==> src/hw/rtl/ocws_pkg.sv <==
package ocws_pkg;

  // Defaults and fixed sizes of the block.
  localparam int ANGLE_BITS_DEF = 16;
  localparam int WHEEL_COUNT    = 4;
  localparam int CORDIC_STEPS   = 16;
  localparam int CORDIC_W       = 34;
  localparam int CFG_INDEX_W    = 8;

  // Configuration register indexes.
  localparam logic [CFG_INDEX_W-1:0] REG_MOVE_GAIN   = 8'd0;
  localparam logic [CFG_INDEX_W-1:0] REG_ROTATE_GAIN = 8'd1;

  // Gain compensation in Q1.30 and 57.2958 in Q16.
  localparam logic signed [CORDIC_W-1:0] CORDIC_K        = 34'sd652032874;
  localparam logic signed [23:0]         DEG_PER_RAD_Q16 = 24'sd3754938;

  // Command fields that travel beside the rotation chain.
  typedef struct packed {
    logic signed [15:0] speed;
    logic signed [15:0] turn;
    logic               flip;
  } cmd_t;

  // Arc tangent of 2^-i as a fraction of a turn, 2^32 per full turn.
  function automatic logic signed [CORDIC_W-1:0] atan_turn(input int step);
    logic signed [CORDIC_W-1:0] val;
    case (step)
      0:       val = 34'sd536870912;
      1:       val = 34'sd316933406;
      2:       val = 34'sd167458907;
      3:       val = 34'sd85004756;
      4:       val = 34'sd42667331;
      5:       val = 34'sd21354465;
      6:       val = 34'sd10679838;
      7:       val = 34'sd5340245;
      8:       val = 34'sd2670163;
      9:       val = 34'sd1335087;
      10:      val = 34'sd667544;
      11:      val = 34'sd333772;
      12:      val = 34'sd166886;
      13:      val = 34'sd83443;
      14:      val = 34'sd41722;
      15:      val = 34'sd20861;
      default: val = '0;
    endcase
    return val;
  endfunction

endpackage

==> src/hw/rtl/ocws_cordic_cell.sv <==
module ocws_cordic_cell
  import ocws_pkg::*;
#(
  parameter int STEP = 0
) (
  input  logic                       clk,
  input  logic                       rst,
  input  logic                       en,
  input  logic                       valid_in,
  input  logic signed [CORDIC_W-1:0] x_in,
  input  logic signed [CORDIC_W-1:0] y_in,
  input  logic signed [CORDIC_W-1:0] z_in,
  input  cmd_t                       cmd_in,
  output logic                       valid_out,
  output logic signed [CORDIC_W-1:0] x_out,
  output logic signed [CORDIC_W-1:0] y_out,
  output logic signed [CORDIC_W-1:0] z_out,
  output cmd_t                       cmd_out
);

  localparam logic signed [CORDIC_W-1:0] ATAN = atan_turn(STEP);

  logic signed [CORDIC_W-1:0] dx;
  logic signed [CORDIC_W-1:0] dy;

  // Floor shifts of the partner coordinate.
  assign dx = y_in >>> STEP;
  assign dy = x_in >>> STEP;

  // One micro-rotation toward zero residual angle.
  always_ff @(posedge clk) begin
    if (en) begin
      if (z_in >= 0) begin
        x_out <= x_in - dx;
        y_out <= y_in + dy;
        z_out <= z_in - ATAN;
      end else begin
        x_out <= x_in + dx;
        y_out <= y_in - dy;
        z_out <= z_in + ATAN;
      end
      cmd_out <= cmd_in;
    end
  end

  always_ff @(posedge clk) begin
    if (rst) begin
      valid_out <= 1'b0;
    end else if (en) begin
      valid_out <= valid_in;
    end
  end

endmodule

==> config.mk <==
export PLATFORM = sky130hd
export DESIGN_NAME = ocws_cordic_cell
export DESIGN_NICKNAME = d
export VERILOG_FILES = /design/src/hw/rtl/ocws_pkg.sv /design/src/hw/rtl/ocws_cordic_cell.sv
export SDC_FILE = /design/constraint.sdc
export NUM_CORES = 1
export LEC_CHECK = 0
export BUFFER_PORTS_ARGS = -buffer_cell sky130_fd_sc_hd__buf_4
export CORE_ASPECT_RATIO = 1.75
export CORE_MARGIN = 2
export CORE_UTILIZATION = 41
export CTS_CLUSTER_DIAMETER = 100
export CTS_CLUSTER_SIZE = 12
export DETAILED_ROUTE_END_ITERATION = 8
export PLACE_DENSITY = 0.67
export SLEW_MARGIN = 30
export SYNTH_ARGS = -nofsm -noshare
export SYNTH_HDL_FRONTEND = slang
export SYNTH_SLANG_ARGS = --single-unit
==> constraint.sdc <==
create_clock -name clk -period 3.2 [get_ports clk]
set_input_delay 0.64 -clock clk [delete_from_list [all_inputs] [get_ports clk]]
set_output_delay 0.64 -clock clk [all_outputs]
set_load 0.02 [all_outputs]
-- After elaboration in Yosys (flattened, before gate mapping)
Index checks and enable logic that the tools add are counted.
W data, S select, Z words.
- bits in registers: 136
- latch bits: 0
- memory bits (writable): 0
- ROM bits: 0
- input port bits: 139
- output and inout port bits: 136
- logic and storage cells: 16
- memories: 0
- add/sub/neg operators: 5
- multiply operators: 0
- divide/modulo/power cells: 0
- order comparisons: 1
- equality and inequality tests: 0
- shift-type cells: 0
- muxes and demuxes: 3
- bitwise gates (word level): 0
- reductions and logical operators: 0
- operators with widths (kind ; number):
    $mux W34 ; 3
    $sub A34 B34 Y34 ; 2
    $add A34 B31 Y34 const B ; 1
    $add A34 B34 Y34 ; 1
    $ge A34 B1 Y1 const B ; 1
    $sub A34 B31 Y34 const B ; 1

-- Logic depth before layout (Yosys ltp)
Gate-level depths: netlist (run 1).
- word-level depth: 2
- mapped depth: 14
- depth with buffers taken out: 12

-- Worst setup path before layout (run 1)
OpenSTA, ideal clock, no wires.
- path type: input-to-reg
- start: input port z_in[33]
- end: register z_out[32] (data pin)
- setup time: 0.262 ns
- data arrival time: 2.884 ns
- data required time: 2.938 ns
- slack: 0.054 ns
- cell stages on the path: 13
- buffers on the path: 2
- cells stage by stage: inv_1 -> ha_1 -> nor4b_1 -> nand4_1 -> nor4_1 -> nor2_1 -> clkinv_1 -> clkbuf_1 -> buf_2 -> ha_1 -> a21o_1 -> a21oi_1 -> xor2_1
- longest elaborated chain between the ends: 2
- RTL lines (what ; RTL line ; source):
    start, declared ; ocws_cordic_cell.sv:12 ; input logic signed [CORDIC_W-1:0] z_in,
    $ge A34 B1 Y1 ; ocws_cordic_cell.sv:33 ; if (z_in >= 0) begin
    $mux W34 ; ocws_cordic_cell.sv:33 ;
    end signal, assigned ; ocws_cordic_cell.sv:36 ; z_out <= z_in - ATAN;
    end signal, assigned ; ocws_cordic_cell.sv:40 ; z_out <= z_in + ATAN;
    end, declared ; ocws_cordic_cell.sv:17 ; output logic signed [CORDIC_W-1:0] z_out,
Every way passes these cells.
A chain may end at the register's enable or synchronous reset.

-- Worst setup path in the final report (run 1)
- start: input port x_in[6]
- end: register y_out[19] (data pin)
- longest elaborated chain between the ends: 2
- elaborated cells on any way between the ends: 3
- classes of those cells: 2 x add/sub; 1 x mux
- RTL lines (what ; RTL line ; source):
    start, declared ; ocws_cordic_cell.sv:10 ; input logic signed [CORDIC_W-1:0] x_in,
    $sub A34 B34 Y34 / $add A34 B34 Y34 (equally long branches) ; ocws_cordic_cell.sv:39, ocws_cordic_cell.sv:35 ;
    $mux W34 (*) ; ocws_cordic_cell.sv:33 ;
    end signal, assigned ; ocws_cordic_cell.sv:35 ; y_out <= y_in + dy;
    end signal, assigned ; ocws_cordic_cell.sv:39 ; y_out <= y_in - dy;
    end, declared ; ocws_cordic_cell.sv:16 ; output logic signed [CORDIC_W-1:0] y_out,
Every way passes the cells marked *; elsewhere a longest branch is shown, timed or not.

==> results of run 1 <==
==> power groups by stage <==
stage               Sequential, mW  Clock (mW)  Combinational (mW)
finish                        2.32        1.99                2.53
global route                  2.33        2.09                2.71
CTS                           2.32        2.02                2.52
detailed placement            2.36           0                2.51
global placement              2.35           0                2.49
floorplan                     2.63           0               0.943
==> final cells by class <==
type / count / area, um2
Clock buffer: 18 / 429
Clock inverter: 14 / 163
Fill cell: 2173 / 9610
Inverter: 109 / 409
Multi-Input combinational cell: 816 / 5640
Sequential cell: 135 / 4040
Tap cell: 312 / 390
Timing Repair Buffer: 516 / 3950
==> worst max-delay path: stages <==
cell and delay [ns]:
buf_4 0.09, inv_1 0.04, ha_1 0.32, buf_4 0.17
a21o_1 0.16, or3_1 0.32, nor3_2 0.28, buf_4 0.19
o31ai_1 0.13, o21ai_1 0.44, nor2_1 0.08, o31ai_1 0.34
xnor2_1 0.11
==> flip-flops by register name (all words and copies together) (netlist names) <==
| register | flops |
|---|---|
| cmd_out | 33 |
| x_out | 34 |
| y_out | 33 |
| z_out | 34 |
| valid_out | 1 |
==> worst paths after layout <==
path,endpoint,cells past startpoint,start
worst max register to register,valid_out$_SDFFE_PP0P_,2,valid_out$_SDFFE_PP0P_
worst max-delay path,y_out[19]$_DFFE_PP_,13,x_in[6]
worst min register to register,valid_out$_SDFFE_PP0P_,2,valid_out$_SDFFE_PP0P_
worst min-delay path,valid_out$_SDFFE_PP0P_,2,rst
==> per-layer routing <==
metal  global-route usage, %  vias to the layer above  wire length (um)
met5                       0                        -                 0
met4                    24.8                        0              3600
met3                    4.68                      181              2100
met2                    58.0                      441             21700
met1                    26.9                     4946             12600
li1                        -                     5013                 -
==> stage by stage <==
step / power, mW / area [um2] / setup slack, ns / TNS (ns)
3_5_place_dp: 4.87 / 14400 / -0.476 / -7.84
5_1_grt: 7.13 / 15000 / -0.00506 / -0.00506
3_3_place_gp: 4.85 / 14400 / -0.460 / -7.98
2_1_floorplan: 3.57 / 10300 / 0.0541 / 0
6_report: 6.85 / 15000 / 0.0700 / 0
4_1_cts: 6.86 / 15000 / 0.00191 / 0
==> cells by family after synthesis <==
logic type,Yosys count,share of synthesized area (%)
AO/OA/AOI/OAI,350,21.0
flip-flops,135,39.4
multiplexers,7,0.682
adder cells (fa/ha/maj),108,13.4
buffers and inverters,155,5.98
AND/OR/NAND/NOR,283,13.7
XOR/XNOR,68,5.80
==> layout by cell type (no fill, tap or decap), types with 17 or more instances in the layout <==
cell         n
a21oi_1    136
clkbuf_16   17
nand3_1     26
nand2_1     56
inv_1      103
o21ai_0     80
buf_4      510
a21o_1      23
xnor2_1     63
nor4_1      24
edfxtp_1   134
ha_1       104
nor2_1      71
nor3_1      29
==> repair_timing <==
action / CTS / global route
setup endpoints to repair: 1 / 7
gates cloned: 0 / 0
resized for setup: 1 / 3
setup buffers: 0 / 0
==> results.py, run 1 <==
metrics = {
    "die": {
        "start_util_pct": 41.7,
        "die_h_um": 213,
        "dieArea_um2": 26400,
        "dieWidth_um": 124,
        "core_um2": 24600,
        "ios": 275,
        "rows": 76,
    },
    "critical_path": {
        "reg2reg_slack_ns": 2.60,
        "critPathKind": "in -> reg",
        "start_kind": "input port",
        "critPathArrivalTime_ns": 3.32,
        "required_ns": 3.39,
        "critPathCaptureType": "register",
        "path_max_fanout": 5,
    },
    "cells_and_area": {
        "final-instance-count-excl-fill": 1920,
        "areaGrowthSynthToFinish_pct": 46.3,
        "drive_gt1_share_pct": 35.2,
        "nets": 1842,
        "diodes": 0,
        "final_util_pct": 61.0,
    },
    "synth": {
        "syn_avg_cell_area_um2": 9.29,
        "post-synth-top-count-cell": "a21oi_1",
        "synth_common_cells": "a21oi_1 (136), edfxtp_1 (134), ha_1 (104)",
        "netlist-cell-type-count": 70,
        "ys.warnings.count": 0,
        "yosysTopAreaCellShare_pct": 39.2,
        "synth-edff-count": 134,
        "ys_ff_latch": 135,
        "synth_area_leader_cell": "edfxtp_1",
        "yosysSeqAreaShare_pct": 39.4,
        "synth-main-ff-cell": "edfxtp_1",
        "syn_area_um2": 10300,
        "synth_area_leaders": "edfxtp_1 (39%), ha_1 (13%), a21oi_1 (6.6%)",
        "synthArstFlopShare_pct": 0,
        "synthCells": 1106,
        "synth_nets": 1353,
    },
    "placed_design": {
        "dp_cells": 1888,
        "dp_hpwl_um": 33200,
        "numPortBuffers": 274,
        "gp_congestion": 1.02,
    },
    "grt": {
        "grt_max_degree": 60,
        "grt_pass1_wl_um": 58700,
        "grt.overflow.total": 0,
        "track_usage_pct": 30.3,
        "grt_pass1_vias": 11000,
        "antenna_found_initial": 0,
    },
    "route": {
        "vias": 10600,
        "dr.first_iter.drc_count": 549,
        "antenna_left": 0,
        "drc": 0,
        "vias_per_cell": 5.51,
        "post_drt_wl_per_cell_um": 20.8,
        "drtPass1Iterations": 6,
        "drt_wl_total_um": 40000,
    },
    "cts": {
        "root_buffer": "clkbuf_16",
        "cts_inserted_buffers": 17,
        "h-tree-depth": 4,
        "clkTransAtPathRegs_ns": 0.06,
        "clockBufferDepth": 2,
        "worstSkewPairLatency_ns": 0.44,
        "cts_hold_buf": 0,
        "cts.sinks": 135,
        "cts_tree": "yes",
    },
    "sta": {
        "drv_slew": 0,
        "min_period_ns": 3.13,
        "hold_ws_ns": 0.353,
        "worst_pin_slew_ns": 0.780,
        "setup_viol": 0,
        "finalCritPeriodShare_pct": 97.8,
        "finalClockSkew_ns": 0,
        "hold_violations": 0,
        "timing.fmax_ghz": 0.319,
        "maxSlewHeadroom_pct": 47.6,
    },
    "power": {
        "power_density_nw_per_um2": 456,
        "p_sw_share_pct": 33.9,
        "p_int_mw": 4.53,
        "p_clk_share_pct": 29.1,
        "p_comb_share_pct": 37.0,
        "p_sw_mw": 2.32,
        "seqPwrFrac_pct": 33.9,
        "ir_drop_mv": 0.375,
        "leakagePower_nw": 6.89,
    },
    "min_path": {
        "hold_class": "in -> reg",
    },
    "status": {
        "status": "finished clean",
    },
    "flow_run": {
        "maxCapViolations": 0,
    },
}
No activity file was read; power rests on OpenSTA's default activity.
==> run 2: changes to the inputs <==
--- a/config.mk
+++ b/config.mk
@@ -12,7 +12,7 @@
 export CTS_CLUSTER_DIAMETER = 100
 export CTS_CLUSTER_SIZE = 12
 export DETAILED_ROUTE_END_ITERATION = 8
-export PLACE_DENSITY = 0.67
+export PLACE_DENSITY = 0.78
 export SLEW_MARGIN = 30
 export SYNTH_ARGS = -nofsm -noshare
 export SYNTH_HDL_FRONTEND = slang
==> run 2 against run 1 <==
  * Global-route usage up 0.080 points
  * Non-clock buffer count rose by 7
  * Maximum frequency up 0.48%
  * Wire length increased by 0.22%
  * Core utilization up 0.22 points
  * Worst setup slack better by 0.015 ns
  * Combinational power up 2%
  * Critical path depth shrank 1
  * Largest cell class unchanged
  * Critical path type unchanged
==> results.py, run 2 (synthesis gave the netlist of run 1 again) <==
metrics = {
    "cells_and_area": {
        "final_cell_mix": "buf_4 (515), a21oi_1 (136), edfxtp_1 (134)",
        "fillers": 2204,
        "drive_gt1_share_pct": 35.5,
        "final-instance-count-excl-fill": 1927,
        "diodes": 0,
        "final_area_um2": 15100,
        "final_common_cell": "buf_4",
        "areaGrowthSynthToFinish_pct": 46.8,
        "largestRegisters": "x_out x34, z_out x34",
        "regArea_um2": 4040,
        "multiInputGateArea_um2": 5640,
        "nets": 1849,
        "final_util_pct": 61.2,
    },
    "status": {
        "status": "finished clean",
    },
    "sta": {
        "rsz0062_at_grt": "no",
        "setup_viol": 0,
        "min_period_ns": 3.12,
        "worst_pin_slew_ns": 0.811,
        "timing.fmax_ghz": 0.321,
        "hold_violations": 0,
        "worst_slack_ns": 0.0848,
        "maxSlewHeadroom_pct": 45.5,
        "finalCritPeriodShare_pct": 97.3,
        "finalClockSkew_ns": 0,
        "hold_ws_ns": 0.350,
        "drv_slew": 0,
        "fin_setup_tns_ns": 0,
    },
    "critical_path": {
        "critPathArrivalTime_ns": 3.30,
        "critPathKind": "in -> reg",
        "start_kind": "input port",
        "path_max_fanout": 7,
        "required_ns": 3.38,
        "critPathCaptureType": "register",
    },
    "min_path": {
        "hold_class": "in -> reg",
    },
    "route": {
        "vias": 10700,
        "drt_wl_total_um": 40100,
        "dr.first_iter.drc_count": 765,
        "drc": 0,
        "vias_per_cell": 5.55,
        "antenna_left": 0,
        "drtPass1Iterations": 6,
        "post_drt_wl_per_cell_um": 20.8,
    },
    "die": {
        "die_h_um": 213,
        "dieWidth_um": 124,
        "rows": 76,
        "start_util_pct": 41.7,
        "core_um2": 24600,
        "dieArea_um2": 26400,
        "ios": 275,
    },
    "power": {
        "power_density_nw_per_um2": 453,
        "finalPower_mw": 6.82,
        "ir_drop_mv": 0.364,
        "leakagePower_nw": 6.92,
    },
    "placed_design": {
        "dpl_worst_slack_ns": -0.350,
        "dp_cells": 1895,
        "numPortBuffers": 274,
        "gp_congestion": 1.03,
        "dp_hpwl_um": 33100,
        "place_area_um2": 14500,
    },
    "cts": {
        "clockBufferDepth": 2,
        "cts_setup_buffers": 0,
        "cts_inserted_buffers": 17,
        "cts.sinks": 135,
        "h-tree-depth": 4,
        "cts_tree": "yes",
        "root_buffer": "clkbuf_16",
        "worstSkewPairLatency_ns": 0.44,
        "clkTransAtPathRegs_ns": 0.06,
    },
    "flow_run": {
        "maxCapViolations": 0,
    },
    "grt": {
        "grt_max_degree": 49,
        "track_usage_pct": 30.4,
        "grt.overflow.total": 0,
        "grt_pass1_vias": 10900,
        "grt_pass1_wl_um": 59300,
        "antenna_found_initial": 0,
    },
}
==> run 2: changes by cell type in the layout (fill, tap and decap cells not counted), sizes merged <==
cell,previous run,this run
bufinv,2,1
clkinv,6,7
buf,516,523
==> run 2: worst paths after layout <==
check | from | end | slack [ns] | cells past startpoint
worst max-delay path | y_in[4] | y_out[15]$_DFFE_PP_ | 0.08 | 12
worst min-delay path | rst | valid_out$_SDFFE_PP0P_ | 0.35 | 2
worst max register to register | valid_out$_SDFFE_PP0P_ | valid_out$_SDFFE_PP0P_ | 2.63 | 2
worst min register to register | valid_out$_SDFFE_PP0P_ | valid_out$_SDFFE_PP0P_ | 0.50 | 2
==> run 2: critical path: stages <==
cell	delay [ns]
buf_4	0.12
ha_1	0.40
nand3_1	0.14
a21oi_1	0.29
nor3_1	0.11
buf_4	0.17
o31ai_1	0.45
buf_4	0.19
nor2_1	0.08
o211ai_1	0.32
o21ai_0	0.22
xnor2_1	0.17
==> run 2: final cells by class <==
class | count | area share, %
multi-input cells | 816 | 37.4
inverters | 109 | 2.71
clock inverters | 14 | 0.929
clock buffers | 18 | 2.85
flip-flops and latches | 135 | 26.8
well taps | 312 | 2.59
repair buffers | 523 | 26.7
==> run 2: what timing repair did <==
| action | CTS | global route |
|---|---|---|
| endpoints found under the setup margin | 0 | 4 |
| resized for setup | 0 | 3 |
| hold endpoints to repair | 0 | 0 |
| hold buffers | 0 | 0 |
==> run 2: power breakdown <==
| part | switching [mW] | internal (mW) | leakage, nW | total [mW] |
|---|---|---|---|---|
| clock | 0.844 | 1.09 | 0.268 | 1.93 |
| sequential | 0.0819 | 2.24 | 1.32 | 2.32 |
| combinational | 1.43 | 1.15 | 5.33 | 2.57 |
==> run 2: per-layer routing <==
| metal | vias up | global-route usage [%] | routed length, um |
|---|---|---|---|
| met1 | 5012 | 28.3 | 12800 |
| met2 | 498 | 57.9 | 21900 |
| met5 | - | 0 | 0 |
| met3 | 152 | 3.94 | 2180 |
| li1 | 5031 | - | - |
| met4 | 0 | 23.4 | 3300 |
